==> src/bir_pkg.sv <==
// shared constants, types and helpers of the bilinear resize block
package bir_pkg;

  localparam int unsigned MAX_SOURCE_WIDTH  = 256;
  localparam int unsigned MAX_SOURCE_HEIGHT = 256;
  localparam int unsigned MAX_CHANNELS      = 4;
  localparam int unsigned FRACTION_BITS     = 16;

  localparam int unsigned POS_W      = 12;
  localparam int unsigned CH_BITS    = 8;
  localparam int unsigned SW_W       = 9;
  localparam int unsigned TW_W       = 13;
  localparam int unsigned CC_W       = 3;
  localparam int unsigned CFG_IDX_W  = 3;
  localparam int unsigned CFG_DATA_W = 13;

  localparam int unsigned XW      = $clog2(MAX_SOURCE_WIDTH);
  localparam int unsigned YW      = $clog2(MAX_SOURCE_HEIGHT);
  localparam int unsigned COORD_W = (XW > YW) ? XW : YW;
  localparam int unsigned RATIO_W = COORD_W + FRACTION_BITS;
  localparam int unsigned VAL_W   = CH_BITS + FRACTION_BITS;
  localparam int unsigned OPA_W   = ((RATIO_W > VAL_W) ? RATIO_W : VAL_W) + 1;
  localparam int unsigned F_W     = (FRACTION_BITS > POS_W) ? FRACTION_BITS : POS_W;
  localparam int unsigned ACC_W   = OPA_W + F_W + 1;
  localparam int unsigned FL_W    = ACC_W - FRACTION_BITS;
  localparam int unsigned RND_W   = ACC_W - 2 * FRACTION_BITS;
  localparam int unsigned DIV_W   = TW_W;
  localparam int unsigned ADDR_W  = $clog2(MAX_SOURCE_WIDTH * MAX_SOURCE_HEIGHT);
  localparam int unsigned PIX_W   = MAX_CHANNELS * CH_BITS;
  localparam int unsigned CHI_W   = (MAX_CHANNELS > 1) ? $clog2(MAX_CHANNELS) : 1;

  localparam logic [CFG_IDX_W-1:0] CFG_SOURCE_WIDTH  = 3'd0;
  localparam logic [CFG_IDX_W-1:0] CFG_SOURCE_HEIGHT = 3'd1;
  localparam logic [CFG_IDX_W-1:0] CFG_TARGET_WIDTH  = 3'd2;
  localparam logic [CFG_IDX_W-1:0] CFG_TARGET_HEIGHT = 3'd3;
  localparam logic [CFG_IDX_W-1:0] CFG_CHANNEL_COUNT = 3'd4;

  localparam logic OP_WRITE   = 1'b0;
  localparam logic OP_REQUEST = 1'b1;

  typedef enum logic [4:0] {
    S_IDLE, S_DIVX, S_DIVY, S_MULX, S_MULY, S_SPLIT,
    S_RD0, S_RD1, S_RD2, S_RD3, S_RD4,
    S_H0, S_H1, S_V, S_VD, S_DONE
  } state_e;

  typedef struct packed {
    logic [COORD_W-1:0]       lo;
    logic [COORD_W-1:0]       hi;
    logic [FRACTION_BITS-1:0] frac;
  } split_t;

  // floor, ceil and fraction of a fixed-point coordinate, clamped to the image
  function automatic split_t split_coord(logic signed [ACC_W-1:0] pos, logic [SW_W-1:0] size);
    logic [FL_W-1:0]          fl;
    logic [FL_W-1:0]          ce;
    logic [FL_W-1:0]          lim;
    logic [FRACTION_BITS-1:0] fr;
    split_t                   s;
    fl  = pos[ACC_W-1:FRACTION_BITS];
    fr  = pos[FRACTION_BITS-1:0];
    ce  = fl + FL_W'(fr != '0);
    lim = FL_W'(size) - FL_W'(1);
    if (fl > lim) begin
      fl = lim;
      fr = '0;
    end
    if (ce > lim) begin
      ce = lim;
    end
    s.lo   = fl[COORD_W-1:0];
    s.hi   = ce[COORD_W-1:0];
    s.frac = fr;
    return s;
  endfunction

endpackage

==> src/bir_mac.sv <==
// shared multiply-add: res = a * 2^frac + d * f, registered
module bir_mac (
  input  logic                             clk_i,
  input  logic                             en_i,
  input  logic signed [bir_pkg::OPA_W-1:0] a_i,
  input  logic signed [bir_pkg::OPA_W-1:0] d_i,
  input  logic        [bir_pkg::F_W-1:0]   f_i,
  output logic signed [bir_pkg::ACC_W-1:0] res_o
);
  import bir_pkg::*;

  logic signed [ACC_W-1:0] res_q, res_d;
  logic signed [ACC_W-1:0] a_ext;
  logic signed [ACC_W-1:0] prod;

  always_comb begin
    a_ext = {{(ACC_W - OPA_W){a_i[OPA_W-1]}}, a_i} <<< FRACTION_BITS;
    prod  = ACC_W'(d_i * $signed({1'b0, f_i}));
    res_d = a_ext + prod;
  end

  always_ff @(posedge clk_i) begin
    if (en_i) begin
      res_q <= res_d;
    end
  end

  assign res_o = res_q;

endmodule

==> config.mk <==
export PLATFORM = sky130hd
export DESIGN_NAME = bir_mac
export DESIGN_NICKNAME = d
export VERILOG_FILES = /design/src/bir_pkg.sv /design/src/bir_mac.sv
export SDC_FILE = /design/constraint.sdc
export NUM_CORES = 1
export LEC_CHECK = 0
export BUFFER_PORTS_ARGS = -buffer_cell sky130_fd_sc_hd__buf_2
export CAP_MARGIN = 25
export CORE_MARGIN = 8
export CORE_UTILIZATION = 40
export CTS_CLUSTER_DIAMETER = 40
export CTS_CLUSTER_SIZE = 30
export DETAILED_ROUTE_END_ITERATION = 7
export HOLD_SLACK_MARGIN = 0.12
export MAX_ROUTING_LAYER = met4
export PLACE_DENSITY = 0.55
export SLEW_MARGIN = 30
export SYNTH_ARGS = -nofsm -noshare
export SYNTH_HDL_FRONTEND = slang
export SYNTH_SLANG_ARGS = --single-unit
==> constraint.sdc <==
create_clock -name clk_i -period 7.3 [get_ports clk_i]
set_clock_uncertainty 0.2 [all_clocks]
set_input_delay 0.73 -clock clk_i [delete_from_list [all_inputs] [get_ports clk_i]]
set_output_delay 0.73 -clock clk_i [all_outputs]
set_load 0.02 [all_outputs]
==> impl_results.md <==
* Sequential fraction of the synthesis area at 0.07202
* Final period util at 0.9548
* Largest net degree at the start of global routing at 43
* Most frequent cells in the layout: inv_1, fa_1, and2_1
* Die area at a little over 50000 sq um
* Largest cells by area after synthesis: fa_1, inv_1, and2_1
* Wirelength per Cell at ~17 microns
* Grt total ovfl at 0
* Initial antenna violation count at 2
* Area growth syn-to-layout at 8.996%
* Clock sink total at 42
* Final setup margin at approximately 0.33 ns
* H-tree depth at 2
* CTS Buf Count at 5
* Commonest non-fill, non-tap cell in the layout: inv_1
* Hold buffers post-CTS at 0
* Worst-path clk slew at roughly 0.070 ns
* Setup CP Type: input pin to flip-flop
* Synth unique cells at 56
* Least-Margin Pin Slew at 0.7689 ns
* Longest Clk Path Bufs at 2
* Tot GR Track Use at 0.1897
* Cell count after synthesis at between 1500 and 2000
* Die W at 225.2 microns
* Post-CTS sizing at 0
* Post-CTS setup buffers at 0
* Initial Utilization at 0.4056
* Layout cells sized above 1 at 0.08968
* Row count at 76
* Critical path peak fanout at 19
* Setup violations, final at 0
* Worst Setup Start Kind: input pin
* CP endpoint kind: flip-flop
* DP HPWL at ~38000 microns
* Uppermost routed layer: met4
* Antenna-violating nets left at 0
* Pre-CTS setup slack at -0.1088 ns
* Most used DFF post-synth: edfxtp_1
* FF+latch count, synth at 42
* DR WL met2 at 23540 microns
* Die H at about 230 microns
* Largest area contributor in the netlist: fa_1
* Placer Congestion at 0.9118
* CTS tree: done
* Crit path DAT at 6.87 ns
* Max_cap viols at 0
* FMAX at roughly 140 MHz
* Final Hold Viols at 0
* Min-Delay Path Class: input pin to flip-flop
* Max_slew headroom at 0.4830
* DRC at 0
* Ys async rst share at 0
* Met1 WL at about 17000 microns
* Yosys warns at 0
* Final WL at about 44000 microns
* Status: finished clean
* Post-synth EDFFs at 42
* # IOs at 110
* Post-Synthesis Cell Area at between 15000 and 20000 sq um
* Core ar. at roughly 43000 sq um
* Root Driver: clkbuf_16
* Average size of a mapped cell at 9.241 sq um
* Post-synth top area share at 0.4870
* Vias per cell at around 4.8
* Port buffer count at 109
* Met3 WL at 1544 microns
* RSZ-0062 raised after global routing: false
* Vias in the first global route at about 14000
* Req. time, crit path at just over 7 ns
* Mapped Nets at about 2500
* Minimum clock period at about 7 ns
* First-pass GRT wire length at 73830 microns
* Final Net Count at 2607
* Max reg flops at 42
* DR pass1 iterations at 5
* Count of pins over their slew limit at 0
* First DRT Iteration DRCs at roughly 460
* Vias at 12360
## cell usage after synthesis, types with 2 or more instances
library cell / count
inv_1: 592
xnor2_1: 28
edfxtp_1: 42
a21o_1: 16
o21ai_0: 16
clkbuf_1: 66
xor2_1: 8
o21bai_1: 3
nand4b_1: 2
a211oi_1: 5
a211o_1: 3
a2111o_1: 2
o31ai_1: 5
nor2b_1: 4
nand2b_1: 3
fa_1: 426
and3_1: 2
o41ai_2: 3
ha_1: 118
a311oi_1: 2
nor3_1: 16
a32o_1: 2
a21oi_1: 30
nor3b_1: 2
o311ai_1: 3
and2_1: 245
nand4_1: 4
o21a_1: 4
a31oi_1: 5
nand3_1: 7
or3_4: 2
nor2_1: 36
nand2_1: 170
## critical path, cell delays in order
cell and delay, ns:
buf_2 0.24, and2_1 0.22, fa_1 0.53, inv_1 0.06, fa_1 0.56, fa_1 0.45
fa_1 0.58, inv_1 0.06, fa_1 0.50, fa_1 0.45, ha_1 0.36, a21oi_1 0.21
nor2_1 0.06, o41a_1 0.47, a2111o_1 0.48, nand3_1 0.16, nand2_1 0.15, a31o_1 0.27
a311oi_2 0.31
## through the flow
stage	cells	setup TNS [ns]	hold WS [ns]	utilization	area (sq um)
after floorplan	1895	0	0.6425	-	17510
after global placement	2573	-0.08490	0.9782	0.4382	18920
after detailed placement	2573	-0.1088	0.9751	0.4382	18920
after CTS	2581	0	0.7758	0.4415	19060
after global routing	2582	0	0.7797	0.4421	19090
final	2582	0	0.7668	0.4421	19090
## routing by layer
metal,vias to the layer above,track usage
met3,67,0.02082
met5,-,-
met2,271,0.3507
met1,6391,0.2150
met4,0,0.05367
li1,5635,-
## worst paths after layout
path | end | from | cells after the start
worst min-delay path | res_o[9]$_DFFE_PP_ | en_i | 1
worst max-delay path | res_o[41]$_DFFE_PP_ | f_i[2] | 19
## kinds of logic (layout without fill, tap and decap cells)
group	count (synthesis)	in the layout	synth area share
compound gates	118	118	0.04995
xor+xnor	36	36	0.01801
fa+ha+maj	544	544	0.5713
buf+inv	659	760	0.1415
flops	42	42	0.07202
other cells	0	1	0
simple gates	496	496	0.1473
## layout make-up
class                      count  area, sq um
antenna                        1        2.502
clock buffer                   5        125.1
clock inverter                 3        16.27
fill                        4364        24080
inverter                     592         2222
multi-input combinational   1194        13790
sequential                    42         1261
tap                          585        732.0
timing repair buffer         160        935.9
Power is left out: the tool's default activity adds up to more than one toggle a clock period on the data nets, which glitch-free logic cannot reach.
