### config.mk
export PLATFORM = sky130hd
export DESIGN_NAME = bir_div
export DESIGN_NICKNAME = d
export VERILOG_FILES = /design/src/bir_pkg.sv /design/src/bir_div.sv
export SDC_FILE = /design/constraint.sdc
export NUM_CORES = 1
export LEC_CHECK = 0
export ABC_CLOCK_PERIOD_IN_PS = 5700
export BUFFER_PORTS_ARGS = -buffer_cell sky130_fd_sc_hd__buf_4
export CAP_MARGIN = 10
export CELL_PAD_IN_SITES_DETAIL_PLACEMENT = 1
export CELL_PAD_IN_SITES_GLOBAL_PLACEMENT = 1
export CORE_ASPECT_RATIO = 0.5
export CORE_UTILIZATION = 45
export CTS_CLUSTER_SIZE = 25
export DETAILED_ROUTE_END_ITERATION = 7
export GPL_ROUTABILITY_DRIVEN = 0
export PLACE_DENSITY_LB_ADDON = 0.1
export SLEW_MARGIN = 20
export SYNTH_ARGS = -nofsm -noshare
export SYNTH_HDL_FRONTEND = slang
export SYNTH_SLANG_ARGS = --single-unit
### constraint.sdc
create_clock -name clk_i -period 5.7 [get_ports clk_i]
set_input_delay 0.855 -clock clk_i [delete_from_list [all_inputs] [get_ports clk_i]]
set_output_delay 0.855 -clock clk_i [all_outputs]
set_load 0.01 [all_outputs]
### src/bir_pkg.sv
// shared constants, types and helpers of the bilinear resize block
package bir_pkg;

  localparam int unsigned MAX_SOURCE_WIDTH  = 256;
  localparam int unsigned MAX_SOURCE_HEIGHT = 256;
  localparam int unsigned MAX_CHANNELS      = 4;
  localparam int unsigned FRACTION_BITS     = 16;

  localparam int unsigned POS_W      = 12;
  localparam int unsigned CH_BITS    = 8;
  localparam int unsigned SW_W       = 9;
  localparam int unsigned TW_W       = 13;
  localparam int unsigned CC_W       = 3;
  localparam int unsigned CFG_IDX_W  = 3;
  localparam int unsigned CFG_DATA_W = 13;

  localparam int unsigned XW      = $clog2(MAX_SOURCE_WIDTH);
  localparam int unsigned YW      = $clog2(MAX_SOURCE_HEIGHT);
  localparam int unsigned COORD_W = (XW > YW) ? XW : YW;
  localparam int unsigned RATIO_W = COORD_W + FRACTION_BITS;
  localparam int unsigned VAL_W   = CH_BITS + FRACTION_BITS;
  localparam int unsigned OPA_W   = ((RATIO_W > VAL_W) ? RATIO_W : VAL_W) + 1;
  localparam int unsigned F_W     = (FRACTION_BITS > POS_W) ? FRACTION_BITS : POS_W;
  localparam int unsigned ACC_W   = OPA_W + F_W + 1;
  localparam int unsigned FL_W    = ACC_W - FRACTION_BITS;
  localparam int unsigned RND_W   = ACC_W - 2 * FRACTION_BITS;
  localparam int unsigned DIV_W   = TW_W;
  localparam int unsigned ADDR_W  = $clog2(MAX_SOURCE_WIDTH * MAX_SOURCE_HEIGHT);
  localparam int unsigned PIX_W   = MAX_CHANNELS * CH_BITS;
  localparam int unsigned CHI_W   = (MAX_CHANNELS > 1) ? $clog2(MAX_CHANNELS) : 1;

  localparam logic [CFG_IDX_W-1:0] CFG_SOURCE_WIDTH  = 3'd0;
  localparam logic [CFG_IDX_W-1:0] CFG_SOURCE_HEIGHT = 3'd1;
  localparam logic [CFG_IDX_W-1:0] CFG_TARGET_WIDTH  = 3'd2;
  localparam logic [CFG_IDX_W-1:0] CFG_TARGET_HEIGHT = 3'd3;
  localparam logic [CFG_IDX_W-1:0] CFG_CHANNEL_COUNT = 3'd4;

  localparam logic OP_WRITE   = 1'b0;
  localparam logic OP_REQUEST = 1'b1;

  typedef enum logic [4:0] {
    S_IDLE, S_DIVX, S_DIVY, S_MULX, S_MULY, S_SPLIT,
    S_RD0, S_RD1, S_RD2, S_RD3, S_RD4,
    S_H0, S_H1, S_V, S_VD, S_DONE
  } state_e;

  typedef struct packed {
    logic [COORD_W-1:0]       lo;
    logic [COORD_W-1:0]       hi;
    logic [FRACTION_BITS-1:0] frac;
  } split_t;

  // floor, ceil and fraction of a fixed-point coordinate, clamped to the image
  function automatic split_t split_coord(logic signed [ACC_W-1:0] pos, logic [SW_W-1:0] size);
    logic [FL_W-1:0]          fl;
    logic [FL_W-1:0]          ce;
    logic [FL_W-1:0]          lim;
    logic [FRACTION_BITS-1:0] fr;
    split_t                   s;
    fl  = pos[ACC_W-1:FRACTION_BITS];
    fr  = pos[FRACTION_BITS-1:0];
    ce  = fl + FL_W'(fr != '0);
    lim = FL_W'(size) - FL_W'(1);
    if (fl > lim) begin
      fl = lim;
      fr = '0;
    end
    if (ce > lim) begin
      ce = lim;
    end
    s.lo   = fl[COORD_W-1:0];
    s.hi   = ce[COORD_W-1:0];
    s.frac = fr;
    return s;
  endfunction

endpackage

### src/bir_div.sv
// restoring divider, one quotient bit per cycle, for the scale ratios
module bir_div (
  input  logic                        clk_i,
  input  logic                        rst_ni,
  input  logic                        start_i,
  input  logic [bir_pkg::RATIO_W-1:0] dividend_i,
  input  logic [bir_pkg::DIV_W-1:0]   divisor_i,
  output logic                        done_o,
  output logic [bir_pkg::RATIO_W-1:0] quot_o
);
  import bir_pkg::*;

  localparam int unsigned CNT_W = $clog2(RATIO_W + 1);

  logic [RATIO_W-1:0] quot_q, quot_d;
  logic [DIV_W-1:0]   rem_q, rem_d;
  logic [DIV_W-1:0]   div_q, div_d;
  logic [CNT_W-1:0]   cnt_q, cnt_d;
  logic               run_q, run_d;
  logic               done_q, done_d;
  logic [DIV_W:0]     part;
  logic [DIV_W:0]     trial;
  logic               ge;

  always_comb begin
    part   = {rem_q, quot_q[RATIO_W-1]};
    trial  = part - {1'b0, div_q};
    ge     = part >= {1'b0, div_q};
    quot_d = quot_q;
    rem_d  = rem_q;
    div_d  = div_q;
    cnt_d  = cnt_q;
    run_d  = run_q;
    done_d = 1'b0;
    if (start_i) begin
      quot_d = dividend_i;
      rem_d  = '0;
      div_d  = divisor_i;
      cnt_d  = CNT_W'(RATIO_W);
      run_d  = 1'b1;
    end else if (run_q) begin
      rem_d  = ge ? trial[DIV_W-1:0] : part[DIV_W-1:0];
      quot_d = {quot_q[RATIO_W-2:0], ge};
      cnt_d  = cnt_q - CNT_W'(1);
      if (cnt_q == CNT_W'(1)) begin
        run_d  = 1'b0;
        done_d = 1'b1;
      end
    end
  end

  always_ff @(posedge clk_i or negedge rst_ni) begin
    if (!rst_ni) begin
      run_q  <= 1'b0;
      done_q <= 1'b0;
      cnt_q  <= '0;
    end else begin
      run_q  <= run_d;
      done_q <= done_d;
      cnt_q  <= cnt_d;
    end
  end

  always_ff @(posedge clk_i) begin
    quot_q <= quot_d;
    rem_q  <= rem_d;
    div_q  <= div_d;
  end

  assign done_o = done_q;
  assign quot_o = quot_q;

endmodule

==> flow_metrics.env, run 1 <==
export IMPL_outcome="complete, no violations"
export IMPL_crit_arrival_ns=3.14
export IMPL_p_leak_nw=1.65
export IMPL_worstPathMaxFanout=14
export IMPL_path_depth=10
export IMPL_tns_ns=0
export IMPL_dp_slack_ns=2.68
export IMPL_fillerInstances=716
export IMPL_io_buffer_count=64
export IMPL_fin_skew_ns=0.00460
export IMPL_fin_ws_ns=2.64
export IMPL_drv_slew=0
export IMPL_avgViaCountPerCell=5.49
export IMPL_dpl_cell_count=411
export IMPL_critPathMaxStageDelay_ns=0.49
export IMPL_gr_total_overflow=0
export IMPL_clk_pin_slew_ns=0.05
export IMPL_finalCritPeriodShare=0.537
export IMPL_grt_pass1_wl_mm=12.0
export IMPL_final_common_cell="buf_4"
export IMPL_num_vias=2344
export IMPL_wl_per_cell_um=17.2
export IMPL_synth_area_top_cells="edfxtp_1 35%, mux2_2 8.6%, dfxtp_1 8.3%"
export IMPL_ys_types=57
export IMPL_syn_area_um2=3140
export IMPL_p_per_area_nw_per_um2=446
export IMPL_switching_share=0.350
export IMPL_reg2regPathDepth=10
export IMPL_yosys_area_top_type="edfxtp_1"
export IMPL_synth_seq_cells=57
export IMPL_numCtsBuffers=9
export IMPL_rsz0062_at_grt="false"
export IMPL_critPathSlowestCell="a21o_1"
export IMPL_relSlewSlack=0.269
export IMPL_clkPwrFrac=0.278
export IMPL_p_int_mw=1.13
export IMPL_postCtsSetupBuffers=0
export IMPL_final_cell_mix="64 x buf_4, 37 x edfxtp_1, 24 x mux2_2, 19 x nor2_1, 18 x inv_1"
export IMPL_dieHeight_um=61.0
export IMPL_total_power_mw=1.73
export IMPL_die_x_um=120
export IMPL_finalSetupViolCount=0
export IMPL_track_usage=0.221
export IMPL_cpMostUsedCell="inv_1"
export IMPL_io_pins=65
export IMPL_tightest_slew_ns=1.09
export IMPL_row_count=21
export IMPL_grt_max_degree=60
export IMPL_cap_violations=0
export IMPL_postSynthCellCount=271
export IMPL_antenna_found_initial=0
export IMPL_first_pass_iters=4
export IMPL_cp_data_required_time_ns=5.78
export IMPL_max_clock_path_buffers=2
export IMPL_ys_warnings_count=0
export IMPL_die_area_um2=7330
export IMPL_endpoint_kind="register"
export IMPL_synth_top_area_frac=0.354
export IMPL_fmax_mhz=327
export IMPL_cts_tree="done"
export IMPL_first_iter_violations=93
export IMPL_synth_edff_count=37
export IMPL_finalHoldViolations=0
export IMPL_cts_hold_buf=0
export IMPL_drt_total_wl_mm=7.35
export IMPL_ir_worst_vdd_v=0.000166
export IMPL_clock_latency_ns=0.33
export IMPL_cts_root_buf="clkbuf_16"
export IMPL_avgSynthCellArea_um2=11.6
export IMPL_crit_buf_inv=2
export IMPL_ctsResizeCount=0
export IMPL_nets=386
export IMPL_min_path_type="input port to asynchronous set/reset pin"
export IMPL_ys_async_sr_fraction=0.123
export IMPL_drc=0
export IMPL_syn_nets=327
export IMPL_postRouteAntennaNets=0
export IMPL_start_util=0.468
export IMPL_period_needed_ns=3.06
export IMPL_grt_pass1_vias=2440
export IMPL_areaGrowthSynthToFinish_pct=24.1
export IMPL_cts_htree_levels=3
export IMPL_synth_seq_area_share=0.493
export IMPL_antenna_cells=0
export IMPL_p_sw_mw=0.607
export IMPL_sequentialPowerShare=0.340
export IMPL_post_dp_hpwl_mm=5.12
export IMPL_worstSetupPathType="register to register"
export IMPL_yosys_most_used_dff="edfxtp_1"
export IMPL_numClockSinks=57
export IMPL_core_um2=6700
export IMPL_start_kind="register"
export IMPL_final_cell_count_no_fill=427
export IMPL_path_cells="inv_1 > ha_1 > inv_1 > fa_1 > a211oi_1 > o21ai_1 > a21oi_2 > a21o_1 > nand2_1 > mux2_2"
export IMPL_path_delay_family="compound AO/OA/AOI/OAI gates"
export IMPL_layout_drive_gt1_share=0.358
export IMPL_combPwrFrac=0.382
power by group through the flow:
stage	combinational [mW]	sequential, mW	clock (mW)
global placement	0.635	0.591	0
floorplan	0.495	0.589	0
global route	0.737	0.600	0.516
detailed placement	0.655	0.596	0
finish	0.662	0.589	0.482
CTS	0.661	0.590	0.496
metrics by stage:
| stage | hold slack (ns) | utilization | cell area (um^2) |
|---|---|---|---|
| floorplan | 0.476 | - | 3140 |
| global placement | 0.496 | 0.540 | 3620 |
| detailed placement | 0.506 | 0.540 | 3620 |
| CTS | 0.321 | 0.580 | 3890 |
| global route | 0.320 | 0.581 | 3890 |
| finish | 0.327 | 0.581 | 3890 |
Yosys cell counts (2+ instances only):
| cell | count |
|---|---|
| a211oi_1 | 3 |
| a21o_1 | 6 |
| a21oi_1 | 9 |
| a21oi_2 | 2 |
| a221oi_1 | 2 |
| a311oi_1 | 9 |
| a311oi_2 | 3 |
| a31o_2 | 2 |
| buf_2 | 2 |
| buf_4 | 3 |
| buf_6 | 2 |
| clkbuf_1 | 5 |
| clkbuf_8 | 3 |
| dfrtp_1 | 7 |
| dfxtp_1 | 13 |
| edfxtp_1 | 37 |
| ha_1 | 15 |
| inv_1 | 18 |
| mux2_2 | 24 |
| mux2i_1 | 2 |
| nand2_1 | 6 |
| nand2b_1 | 4 |
| nand3_1 | 14 |
| nand4_1 | 2 |
| nor2_1 | 19 |
| nor2b_1 | 2 |
| nor3_1 | 4 |
| o21ai_0 | 4 |
| o21ai_1 | 9 |
| or2_2 | 2 |
| or3_1 | 2 |
| xnor2_1 | 9 |
| xor2_1 | 3 |
final cells by class:
type,count,area (um^2),area share
inverters,18,67.6,0.0174
repair buffers,64,480,0.124
well taps,92,115,0.0296
clock inverters,7,47.5,0.0122
flip-flops and latches,57,1550,0.398
multi-input cells,180,1410,0.362
clock buffers,9,225,0.0579
flip-flops by register name (all words and copies together), names as in the netlist:
| register | flops |
|---|---|
| quot_o | 24 |
| done_o | 1 |
| run_q | 1 |
| cnt_q | 5 |
| rem_q | 13 |
| div_q | 13 |
per-layer routing:
layer / track usage / wire length, um
met1: 0.253 / 3320
met2: 0.382 / 3390
met4: 0.0804 / 79
met5: 0 / 0
met3: 0.0926 / 553
worst paths after layout:
kind                             from   endpoint  slack [ns]
max reg2reg                quot_o[23]  quot_o[0]        2.64
min in group clk_i           rem_q[4]   rem_q[4]        0.51
min reg2reg                  rem_q[4]   rem_q[4]        0.51
max in group asynchronous      rst_ni      run_q        5.24
min                            rst_ni   cnt_q[4]        0.33
max                        quot_o[23]  quot_o[0]        2.64
cells by family after synthesis:
| logic type | after synthesis | synth area share |
|---|---|---|
| AO/OA/AOI/OAI | 59 | 0.139 |
| XOR/XNOR | 12 | 0.0335 |
| adder cells (fa/ha/maj) | 16 | 0.0662 |
| buffers and inverters | 34 | 0.0599 |
| flip-flops | 57 | 0.493 |
| multiplexers | 26 | 0.0926 |
| AND/OR/NAND/NOR | 67 | 0.115 |
Note: power is estimated with default switching activity, not from simulation.
==> inputs of run 2 (changes only) <==
ABC_AREA = 1   (was not set)
ABC_CLOCK_PERIOD_IN_PS = 2800   (was 5700)
CORE_UTILIZATION = 37   (was 45)
clock period = 2.8 ns   (was 5.7 ns; I/O delays follow)
==> run 2 against run 1 <==
Effect of this change: synthesized cell count grew 54%; sequential share of layout area shrank 3.0 points; clock skew grew 0.00075 ns; synthesized area grew 5.9%.
==> flow_metrics.env, run 2 <==
export IMPL_die_x_um=136
export IMPL_tightest_slew_ns=0.808
export IMPL_antenna_cells=0
export IMPL_grt_max_degree=35
export IMPL_critPathSlowestCell="fa_1"
export IMPL_syn_nets=473
export IMPL_critPathLaunch="quot_o[23]"
export IMPL_finalCritPeriodShare=0.844
export IMPL_regArea_um2=1550
export IMPL_ys_warnings_count=0
export IMPL_synth_edff_count=37
export IMPL_start_kind="register"
export IMPL_clk_pin_slew_ns=0.05
export IMPL_endpoint_kind="register"
export IMPL_p_per_area_nw_per_um2=881
export IMPL_grt_pass1_wl_mm=14.4
export IMPL_areaGrowthSynthToFinish_pct=26.5
export IMPL_rr_startpoint="quot_o[23]"
export IMPL_start_util=0.381
export IMPL_fillerInstances=1089
export IMPL_num_vias=2823
export IMPL_finalSetupViolCount=0
export IMPL_outcome="complete, no violations"
export IMPL_worstPathMaxFanout=15
export IMPL_synth_common_cells="159 x nand2_1, 69 x inv_1, 37 x edfxtp_1, 24 x nand3_1, 18 x nand4_1"
export IMPL_post_dp_hpwl_mm=6.69
export IMPL_final_common_cell="nand2_1"
export IMPL_layout_drive_gt1_share=0.225
export IMPL_first_pass_iters=4
export IMPL_ctsResizeCount=0
export IMPL_ir_worst_vdd_v=0.000345
export IMPL_postRouteAntennaNets=0
export IMPL_dp_slack_ns=0.448
export IMPL_clock_latency_ns=0.33
export IMPL_critPathMaxStageDelay_ns=0.45
export IMPL_dieHeight_um=69
export IMPL_io_buffer_count=64
export IMPL_synthMostInstantiatedCell="nand2_1"
export IMPL_nets=544
export IMPL_track_usage=0.206
export IMPL_grt_pass1_vias=2899
export IMPL_row_count=24
export IMPL_p_leak_nw=2.20
export IMPL_synth_area_top_cells="edfxtp_1 33%, nand2_1 18%, dfxtp_1 7.8%"
export IMPL_cts_tree="done"
export IMPL_largest_reg_flops=24
export IMPL_avgSynthCellArea_um2=7.97
export IMPL_min_path_type="input port to register"
export IMPL_multi_input_area_um2=1430
export IMPL_cts_root_buf="clkbuf_16"
export IMPL_drc=0
export IMPL_max_clock_path_buffers=2
export IMPL_drt_total_wl_mm=8.77
export IMPL_relSlewSlack=0.459
export IMPL_first_iter_violations=96
export IMPL_tns_ns=0
export IMPL_synth_top_area_frac=0.334
export IMPL_cp_data_required_time_ns=3.06
export IMPL_antenna_found_initial=0
export IMPL_wl_per_cell_um=14.4
export IMPL_final_cell_mix="159 x nand2_1, 71 x buf_4, 69 x inv_1, 37 x edfxtp_1, 24 x nand3_1"
export IMPL_total_power_mw=3.70
export IMPL_core_um2=8710
export IMPL_avgViaCountPerCell=4.63
export IMPL_cpMostUsedCell="nand2_1"
export IMPL_worstSetupPathType="register to register"
export IMPL_path_cells="inv_1 > ha_1 > inv_1 > fa_1 > nand2_1 > nand2_1 > nand3_1 > nand2_1 > nand2_2 > nand3_4 > nand2_1 > nand2_1 > o21ai_0"
export IMPL_synth_seq_area_share=0.466
export IMPL_fmax_mhz=423
export IMPL_crit_arrival_ns=2.62
export IMPL_dpl_cell_count=593
export IMPL_yosys_most_used_dff="edfxtp_1"
export IMPL_numClockSinks=57
export IMPL_cap_violations=0
export IMPL_die_area_um2=9380
export IMPL_finalHoldViolations=0
export IMPL_ys_async_sr_fraction=0.123
export IMPL_fin_ws_ns=0.438
export IMPL_cts_hold_buf=1
export IMPL_period_needed_ns=2.36
export IMPL_yosys_area_top_type="edfxtp_1"
export IMPL_synth_seq_cells=57
export IMPL_final_cell_count_no_fill=610
export IMPL_gr_total_overflow=0
export IMPL_drv_slew=0
export IMPL_rsz0062_at_grt="false"
export IMPL_min_from="divisor_i[2]"
export IMPL_r2r_slack_ns=0.44
export IMPL_syn_area_um2=3320
export IMPL_fin_skew_ns=0.00535
export IMPL_io_pins=65
export IMPL_postSynthCellCount=417
export IMPL_cts_htree_levels=3
export IMPL_ys_types=32
export IMPL_numCtsBuffers=9
export IMPL_postCtsSetupBuffers=0
[run 2: metal layers]
metal	share of wire	up-vias	GRT usage
met3	0.089	11	0.0942
met4	0.011	0	0.0667
met1	0.50	1275	0.283
li1	-	1463	-
met5	0	-	0
met2	0.40	74	0.283
[run 2: path summary, 6_finish.rpt]
kind / depth (start not counted) / end
worst max-delay path: 13 / rem_q[2]
worst min-delay path: 1 / div_q[2]
worst max register to register: 13 / rem_q[2]
worst min register to register: 2 / rem_q[12]
max in group asynchronous: 2 / run_q
min in group asynchronous: 2 / cnt_q[3]
[run 2: logic make-up (layout without fill, tap and decap cells)]
group / count (synthesis) / in the layout / synth area share
simple gates: 236 / 236 / 0.320
buf+inv: 85 / 161 / 0.105
flops: 57 / 57 / 0.466
compound gates: 17 / 17 / 0.0313
fa+ha+maj: 16 / 16 / 0.0625
xor+xnor: 6 / 6 / 0.0158
[run 2: layout make-up]
type	instances	area share
clock buffer	10	0.0545
clock inverter	6	0.00834
inverter	73	0.0652
multi-input combinational	275	0.340
sequential	57	0.368
tap	117	0.0348
timing repair buffer	72	0.129
[run 2: where the power goes]
group / total (mW) / internal [mW] / switching (mW)
Combinational: 1.56 / 0.578 / 0.978
Clock: 0.974 / 0.590 / 0.384
Sequential: 1.17 / 1.06 / 0.115
[run 2: critical path: cells and delay by family (launching register included)]
kind | cells | cell delay, ns
adders and majority gates | 2 | 0.59
and+or+nand+nor | 8 | 1.02
DFF | 1 | 0.38
buffers and inverters | 2 | 0.16
AOI/OAI and AO/OA | 1 | 0.14
[run 2: metrics by stage]
step	instance area (um^2)	utilization	hold slack (ns)
floorplan	3320	-	0.124
global placement	3930	0.451	0.238
detailed placement	3930	0.451	0.244
CTS	4200	0.482	0.251
global route	4200	0.482	0.249
finish	4200	0.482	0.264
